--- src/sv/ilst_pkg.sv ---
// ----------------------------------------------------------------------------
// Indexed list store package
// Field widths, request and status codes, and the cell command type.
// ----------------------------------------------------------------------------
package ilst_pkg;

  localparam int REQ_W   = 2;
  localparam int POS_W   = 7;
  localparam int VAL_W   = 32;
  localparam int ST_W    = 2;
  localparam int FPOS_W  = 6;
  localparam int CNT_W   = 7;
  localparam int CELL_OP_W = 3;

  localparam logic [REQ_W-1:0] REQ_INSERT = 2'd0;
  localparam logic [REQ_W-1:0] REQ_REMOVE = 2'd1;
  localparam logic [REQ_W-1:0] REQ_FIND   = 2'd2;
  localparam logic [REQ_W-1:0] REQ_MODIFY = 2'd3;

  localparam logic [ST_W-1:0] ST_OK      = 2'd0;
  localparam logic [ST_W-1:0] ST_RANGE   = 2'd1;
  localparam logic [ST_W-1:0] ST_MISSING = 2'd2;
  localparam logic [ST_W-1:0] ST_FULL    = 2'd3;

  localparam logic [CELL_OP_W-1:0] CELL_HOLD    = 3'd0;
  localparam logic [CELL_OP_W-1:0] CELL_INSERT  = 3'd1;
  localparam logic [CELL_OP_W-1:0] CELL_REMOVE  = 3'd2;
  localparam logic [CELL_OP_W-1:0] CELL_COMPARE = 3'd3;
  localparam logic [CELL_OP_W-1:0] CELL_SCAN    = 3'd4;
  localparam logic [CELL_OP_W-1:0] CELL_WRITE   = 3'd5;

  typedef struct packed {
    logic [CELL_OP_W-1:0] op;
    logic [POS_W-1:0]     pos;
    logic [VAL_W-1:0]     value;
  } cell_cmd_t;

endpackage

--- src/sv/ilst_cell.sv ---
// ----------------------------------------------------------------------------
// Indexed list store cell
// Holds one entry and one match flag; shifts with its neighbors on command.
// ----------------------------------------------------------------------------
module ilst_cell
  import ilst_pkg::*;
#(
  parameter int IDX = 0
) (
  input  logic             clk,
  input  cell_cmd_t        cmd,
  input  logic [VAL_W-1:0] prev_entry,
  input  logic [VAL_W-1:0] next_entry,
  input  logic             next_match,
  input  logic             wr_sel,
  output logic [VAL_W-1:0] entry,
  output logic             match
);

  localparam int IDX_W = 11;
  localparam logic [IDX_W-1:0] MY_IDX = IDX_W'(IDX);

  logic [VAL_W-1:0] entry_r, entry_nxt;
  logic             match_r, match_nxt;
  logic [IDX_W-1:0] pos_ext;

  assign pos_ext = IDX_W'(cmd.pos);

  always_comb begin
    entry_nxt = entry_r;
    match_nxt = match_r;
    case (cmd.op)
      CELL_INSERT: begin
        if (MY_IDX > pos_ext) begin
          entry_nxt = prev_entry;
        end else if (MY_IDX == pos_ext) begin
          entry_nxt = cmd.value;
        end
      end
      CELL_REMOVE: begin
        if (MY_IDX >= pos_ext) begin
          entry_nxt = next_entry;
        end
      end
      CELL_COMPARE: begin
        match_nxt = (entry_r == cmd.value);
      end
      CELL_SCAN: begin
        match_nxt = next_match;
      end
      CELL_WRITE: begin
        if (wr_sel) begin
          entry_nxt = cmd.value;
        end
      end
      default: begin
        entry_nxt = entry_r;
      end
    endcase
  end

  always_ff @(posedge clk) begin
    entry_r <= entry_nxt;
    match_r <= match_nxt;
  end

  assign entry = entry_r;
  assign match = match_r;

endmodule

--- config.mk ---
export PLATFORM = sky130hd
export DESIGN_NAME = ilst_cell
export DESIGN_NICKNAME = d
export VERILOG_FILES = /design/src/sv/ilst_pkg.sv /design/src/sv/ilst_cell.sv
export SDC_FILE = /design/constraint.sdc
export NUM_CORES = 1
export LEC_CHECK = 0
export ABC_AREA = 1
export ABC_CLOCK_PERIOD_IN_PS = 5350
export BUFFER_PORTS_ARGS = -buffer_cell sky130_fd_sc_hd__buf_2
export CORE_UTILIZATION = 44
export CTS_CLUSTER_DIAMETER = 30
export DETAILED_ROUTE_END_ITERATION = 12
export PLACE_DENSITY = 0.85
export SETUP_SLACK_MARGIN = 0.15
export SLEW_MARGIN = 20
export SYNTH_ARGS = -nofsm -noshare
export SYNTH_HDL_FRONTEND = slang
export SYNTH_SLANG_ARGS = --single-unit
--- constraint.sdc ---
create_clock -name clk -period 5.35 [get_ports clk]
set_input_delay 0.535 -clock clk [delete_from_list [all_inputs] [get_ports clk]]
set_output_delay 0.535 -clock clk [all_outputs]
set_load 0.01 [all_outputs]
[After elaboration in Yosys (flattened, before gate mapping)]
Cells that the tools add are included.
Operators by class
  multiplexer cells: 6
  equal/unequal tests: 9
  order comparisons: 2
  reduce and logical (&&, ||, !) cells: 4
Operators with widths (count)
  $mux W32: 4
  $pmux W32 S3: 1
  $eq A32 B32 Y1: 1
  $logic_not A11 Y1: 1
  $ge A1 B7 Y1 const A: 1
  $gt A1 B7 Y1 const A: 1
  $eq A3 B2 Y1 const B: 2
  $eq A3 B3 Y1 const B: 2
  $ne A2 B2 Y1 const B: 2
  $reduce_and A4 Y1: 1
  $eq A3 B1 Y1 const B: 1
  $ne A3 B3 Y1 const B: 1
  $reduce_bool A3 Y1: 1
  $pmux W1 S2: 1
  $reduce_bool A2 Y1: 1
Word-level totals
  register bits: 33
  bits of input ports: 109
  output and inout bits: 33

[Logic depth before layout (Yosys ltp)]
Gate-level depths: netlist (run 1).
  depth in word-level cells: 4
  gate-level depth with buffers: 9

[Least setup slack after synthesis (run 1)]
Ideal clock, no wire load.
  kind: input to register
  start: in cmd[41] in the netlist's numbering
  end: reg entry_r[0] (netlist: entry[0]) (enable)
  data required time: 4.918 ns
  arrival time: 2.573 ns
  stages: 6
  path slack: 2.345 ns
  setup time: 0.432 ns
  cells stage by stage: inv_2 -> nand2_2 -> nor2_4 -> buf_6 -> o22ai_1 -> a21oi_1
On the way
  longest elaborated chain between the ends: 3
  elaborated cells on any way between the ends: 8
  classes of those cells: eq/ne: 6; reduce/logical: 2
Ends and longest elaborated chain
  start, declared: line ilst_cell.sv:11  | input cell_cmd_t cmd,
  $eq A3 B1 Y1, or another cell as far along: line ilst_cell.sv:32  | case (cmd.op)
  $ne A3 B3 Y1 (no source line), or another cell as far along
  $reduce_and A4 Y1 (no source line) *
  end signal, assigned: line ilst_cell.sv:63  | entry_r <= entry_nxt;
  end, declared: line ilst_cell.sv:23  | logic [VAL_W-1:0] entry_r, entry_nxt;
Mark *: on every way between the ends. The rest lies on a longest branch, timed or not.
A chain may end at the register's enable or synchronous reset.

[Final worst setup path (run 1)]
  start: in cmd[35] in the netlist's numbering
  end: reg entry_r[15] (netlist: entry[15]) (enable)
On the way
  longest elaborated chain between the ends: 3
  elaborated cells on any way between the ends: 6
  classes of those cells: order compare: 2; eq/ne: 2; reduce/logical: 2
Ends and longest elaborated chain
  $gt A1 B7 Y1, or another cell as far along: line ilst_cell.sv:34  | if (MY_IDX > pos_ext) begin
  $ne A3 B3 Y1 (no source line) or $ne A2 B2 Y1 (tied branches)
  $reduce_and A4 Y1 (no source line) *
Marks and branches as above.

==> results of run 1 <==
[final cells by class]
cell class / count / area, µm² / area share
clock buffer: 8 / 80.08 / 0.02999
sequential: 33 / 991.0 / 0.3711
tap: 52 / 65.06 / 0.02437
multi-input combinational: 124 / 920.9 / 0.3449
inverter: 16 / 60.06 / 0.02249
timing repair buffer: 110 / 553.0 / 0.2071
[state kept, by name, summed over array words and instances (netlist names)]
register / count
match: 1
entry: 32
[worst paths after layout]
| check | slack [ps] | end | startpoint | depth (start not counted) |
|---|---|---|---|---|
| min | 540 | entry[15] | next_entry[15] | 3 |
| max reg2reg | 4140 | match | entry[24] | 7 |
| min reg2reg | 830 | match | entry[27] | 5 |
| max | 3380 | entry[15] | cmd[35] | 4 |
[metrics by stage]
step           setup slack [ps]  area (µm²)    util
3_3_place_gp               3109        2590  0.5948
5_1_grt                    3206        2670  0.6132
6_report                   3384        2670  0.6132
2_1_floorplan              2345        1999       -
3_5_place_dp               3027        2590  0.5948
4_1_cts                    3339        2670  0.6132
[cell families after synthesis]
logic type	Yosys count	share of synthesized area
buffers and inverters	20	0.04943
and+or+nand+nor	64	0.1320
muxes	25	0.1877
DFF	33	0.4956
xor gates and xnor gates	25	0.1095
AOI/OAI and AO/OA	10	0.02566
[where the power goes]
part	switching, µW	total (µW)	internal (µW)	leakage (µW)
clock	85.6	178	92.4	0.0000395
sequential	4.81	300	295	0.000297
combinational	44.2	103	58.7	0.000901
[per-layer routing]
| metal | vias to the layer above | routed length [µm] | GRT usage |
|---|---|---|---|
| met2 | 65 | 2201 | 0.3463 |
| met5 | - | 0 | 0 |
| li1 | 818 | - | - |
| met1 | 719 | 1709 | 0.1968 |
| met4 | 0 | 41 | 0.04762 |
| met3 | 5 | 249 | 0.04797 |
[placed cells by master (no fill, tap or decap), drive strengths merged]
master and n:
mux2 25, a21oi 1, xor2 9, nand4 2, edfxtp 33, o22ai 1, clkbuf 8, nor2 15
inv 16, o21ai 8, nor4 1, nand2 41, nand3 4, nor3 1, xnor2 16, buf 110
[worst max-delay path: cells and delay by family]
kind | cells | cell delay [ps]
buffers and inverters | 1 | 90
AOI/OAI and AO/OA | 1 | 830
and+or+nand+nor | 2 | 400
==> impl_metrics.csv, run 1 <==
group,metric,value,unit
floorplanning,dieHeight,69.41,µm
worst_setup_path,critPathRequiredTime,5250,ps
worst_setup_path,crit_path_start_kind,"input pin",
placement,dp_hpwl,3.281,mm
grt,grt_max_degree,40,
clocking,htree_levels,2,
sta,slew_violations,0,
finish,finalNetCount,399,
drt,final_antenna_net_count,0,
floorplanning,num_io_pins,142,
clocking,post_cts.repair.setup_buffers,0,
placement,io_buffers,109,
sta,clock-skew-final,5.372,ps
floorplanning,core_area,4354,µm²
yosys,synthTopCellsByCount,"nand2_1, edfxtp_1, mux2_4",
min_path,hold_path.class,"input pin to flop",
drt,drt-total-wl,4.203,mm
clocking,cts-root-buf,"clkbuf_8",
worst_setup_path,path_class,"input pin to flop",
sta,worstMarginPinSlew,1020,ps
placement,dp.cells,335,
grt,grt_first_pass_wirelength,6.865,mm
yosys,yosysSeqAreaShare,0.4956,
yosys,yosysTopAreaCellShare,0.4956,
worst_setup_path,crit_fanout,32,
yosys,synth_top_cell_by_area,"edfxtp_1",
sta,fmax,508.7,MHz
power,power_leakage,0.001238,µW
grt,grt.total_usage,0.1820,
floorplanning,initial_core_util,0.4592,
sta,fin_setup_tns,0,ps
yosys,synthCells,177,
worst_setup_path,crit_path_cell_trace,"buf_2 > nor4_1 > nand2_1 > a21oi_4",
yosys,synth_edf_count,33,
finish,syn_to_final_growth,33.54,%
finish,final_cells,343,
sta,max_slew_margin,0.3187,
floorplanning,chipWidth,69.41,µm
yosys,postSynth.asyncResetShare,0,
yosys,synth.cell_area,1999,µm²
drt,drt_iter0_markers,45,
clocking,hold_buffers,0,
sta,setup_viol,0,
power,power.density,217.6,nW/µm²
yosys,yosysMostFrequentCell,"nand2_1",
drt,wl_per_cell,12.25,µm
sta,holdWs,538.4,ps
drt,route.detailed.drc,0,
clocking,clk_pin_slew,60,ps
status,outcome,"finished clean",
yosys,synth_seq_cells,33,
sta,period_share,0.3674,
power,ir_drop,0.1365,mV
finish,fill_cells,385,
clocking,cts_resized,0,
grt,grt_antenna_before_repair,0,
placement,gp_congestion,0.7328,
clocking,clock_sinks,33,
floorplanning,die_area,4818,µm²
grt,grt_pass1_vias,1626,
yosys,yosys_warnings,0,
grt,overflow,0,
drt,viasPerCell,4.685,
drt,first_pass_iters,4,
worst_setup_path,cp_slowest_cell,"a21oi_4",
clocking,cts_max_path_buffers,2,
yosys,syn_avg_cell_area,11.30,µm²
drt,vias,1607,
worst_setup_path,crit_arrival,1860,ps
finish,drive_above_1_share,0.4948,
yosys,synth_area_leaders,"edfxtp_1, mux2_4, nand2_1, xnor2_1, xor2_1",
clocking,cts_tree,"done",
finish,antenna_cells,0,
clocking,numCtsBuffers,5,
yosys,ys.flop_type,"edfxtp_1",
yosys,synth_nets,286,
worst_setup_path,worst_path_largest_cell_delay,830,ps
clocking,clock_latency,280,ps
run,drv_cap,0,
sta,rsz0062_at_grt,"no",
sta,min_period,1966,ps
floorplanning,core.rowCount,24,
sta,hold_viol,0,
power,p_total,581.0,µW
yosys,synth.distinct_cells,19,
worst_setup_path,critPathCaptureType,"flop",
Note: power is estimated with default switching activity, not from simulation.
==> inputs of run 2 (changes only) <==
--- a/config.mk
+++ b/config.mk
@@ -6,12 +6,12 @@
 export NUM_CORES = 1
 export LEC_CHECK = 0
 export ABC_AREA = 1
-export ABC_CLOCK_PERIOD_IN_PS = 5350
+export ABC_CLOCK_PERIOD_IN_PS = 1600
 export BUFFER_PORTS_ARGS = -buffer_cell sky130_fd_sc_hd__buf_2
-export CORE_UTILIZATION = 44
+export CORE_UTILIZATION = 37
 export CTS_CLUSTER_DIAMETER = 30
 export DETAILED_ROUTE_END_ITERATION = 12
-export PLACE_DENSITY = 0.85
+export PLACE_DENSITY = 0.76
 export SETUP_SLACK_MARGIN = 0.15
 export SLEW_MARGIN = 20
 export SYNTH_ARGS = -nofsm -noshare
==> constraint.sdc (replaced) <==
create_clock -name clk -period 1.6 [get_ports clk]
set_input_delay 0.16 -clock clk [delete_from_list [all_inputs] [get_ports clk]]
set_output_delay 0.16 -clock clk [all_outputs]
set_load 0.01 [all_outputs]
==> impl_metrics.csv, run 2 (synthesis gave the netlist of run 1 again) <==
group,metric,value,unit
drt,route.detailed.drc,0,
drt,wl_per_cell,12.11,µm
floorplanning,core.rowCount,26,
finish,final_common_cell,"buf_2",
clocking,hold_buffers,0,
sta,fin_ws,422.5,ps
floorplanning,dieHeight,75.51,µm
floorplanning,initial_core_util,0.3890,
sta,setup_viol,0,
worst_setup_path,crit_fanout,3,
worst_setup_path,critPathRequiredTime,1750,ps
grt,grt_pass1_vias,1573,
sta,fmax,849.2,MHz
finish,design_area,2810,µm²
clocking,htree_levels,2,
finish,finalNetCount,404,
floorplanning,core_area,5140,µm²
drt,first_pass_iters,4,
run,drv_cap,0,
power,power.density,690.0,nW/µm²
finish,antenna_cells,0,
finish,largest_register_ffs,32,
finish,drive_above_1_share,0.5119,
worst_setup_path,crit_path_start_kind,"flop",
clocking,post_cts.repair.setup_buffers,0,
finish,fill_cells,480,
min_path,hold_path.class,"input pin to flop",
status,outcome,"finished clean",
clocking,clock_sinks,33,
power,power_leakage,0.001286,µW
finish,layout_common_cells,"buf_2, nand2_1, edfxtp_1",
worst_setup_path,path_class,"flop to flop",
clocking,clock_latency,270,ps
grt,grt.total_usage,0.1571,
power,ir_drop,0.2693,mV
grt,grt_max_degree,20,
finish,syn_to_final_growth,40.55,%
worst_setup_path,crit_arrival,1320,ps
sta,clock-skew-final,6.373,ps
drt,viasPerCell,4.518,
floorplanning,chipWidth,75.51,µm
power,p_total,1939,µW
grt,grt_first_pass_wirelength,6.561,mm
sta,period_share,0.7360,
sta,hold_viol,0,
floorplanning,die_area,5702,µm²
placement,placed_area,2731,µm²
drt,final_antenna_net_count,0,
clocking,cts_tree,"done",
sta,slew_violations,0,
floorplanning,num_io_pins,142,
placement,gp_congestion,0.7460,
sta,max_slew_margin,0.8424,
clocking,cts_max_path_buffers,2,
placement,post-place-ws,140.9,ps
placement,io_buffers,109,
clocking,cts_resized,0,
sta,min_period,1178,ps
placement,dp_hpwl,3.542,mm
clocking,clk_pin_slew,70,ps
drt,drt-total-wl,4.420,mm
clocking,numCtsBuffers,5,
sta,fin_setup_tns,0,ps
drt,vias,1649,
worst_setup_path,critPathCaptureType,"flop",
clocking,cts-root-buf,"clkbuf_8",
drt,drt_iter0_markers,31,
sta,worstMarginPinSlew,235.9,ps
grt,overflow,0,
grt,grt_antenna_before_repair,0,
sta,rsz0062_at_grt,"no",
==> run 2: per-layer routing <==
metal  part of all wire  vias to the layer above  wire [µm]  GRT usage
li1                   -                      829          -          -
met1               0.45                      743       1967     0.1792
met2               0.49                       71       2162     0.2827
met3              0.055                        6        244    0.03042
met4              0.011                        0         47    0.07407
met5                  0                        -          0          0
==> run 2: through the flow <==
step | hold WS [ps] | utilization | cells
6_report | 173.7 | 0.5467 | 365
5_1_grt | 178.5 | 0.5467 | 365
4_1_cts | 160.6 | 0.5463 | 365
3_5_place_dp | 446.2 | 0.5314 | 358
3_3_place_gp | 437.9 | 0.5314 | 358
2_1_floorplan | 351.2 | - | 177
==> run 2: cell type report <==
cell class | count | area, µm² | share of cell area
tap | 70 | 87.58 | 0.03117
multi-input combinational | 124 | 942.2 | 0.3353
clock buffer | 6 | 72.57 | 0.02582
clock inverter | 1 | 3.754 | 0.001336
timing repair buffer | 115 | 640.6 | 0.2280
inverter | 16 | 72.57 | 0.02582
sequential | 33 | 991.0 | 0.3526
==> run 2: where the power goes <==
group / switching (µW) / total [µW] / internal, µW
Combinational: 158 / 371 / 213
Clock: 271 / 564 / 293
Sequential: 16.5 / 1000 / 987
==> run 2: worst paths after layout <==
path                                      from         to  slack [ps]  cells after the start
worst max-delay path                 entry[15]      match         420                      9
worst min-delay path            next_entry[15]  entry[15]         170                      3
worst max register to register       entry[15]      match         420                      9
worst min register to register       entry[27]      match         860                      5
==> run 2: worst max-delay path, cell delays in order, from the launching register on <==
cell,delay (ps)
edfxtp_1,410
inv_1,80
nand2_1,50
nand2_1,50
nand2_1,50
nor2_1,90
nand2_1,50
nor2_1,110
nand3_1,90
nand2_1,60
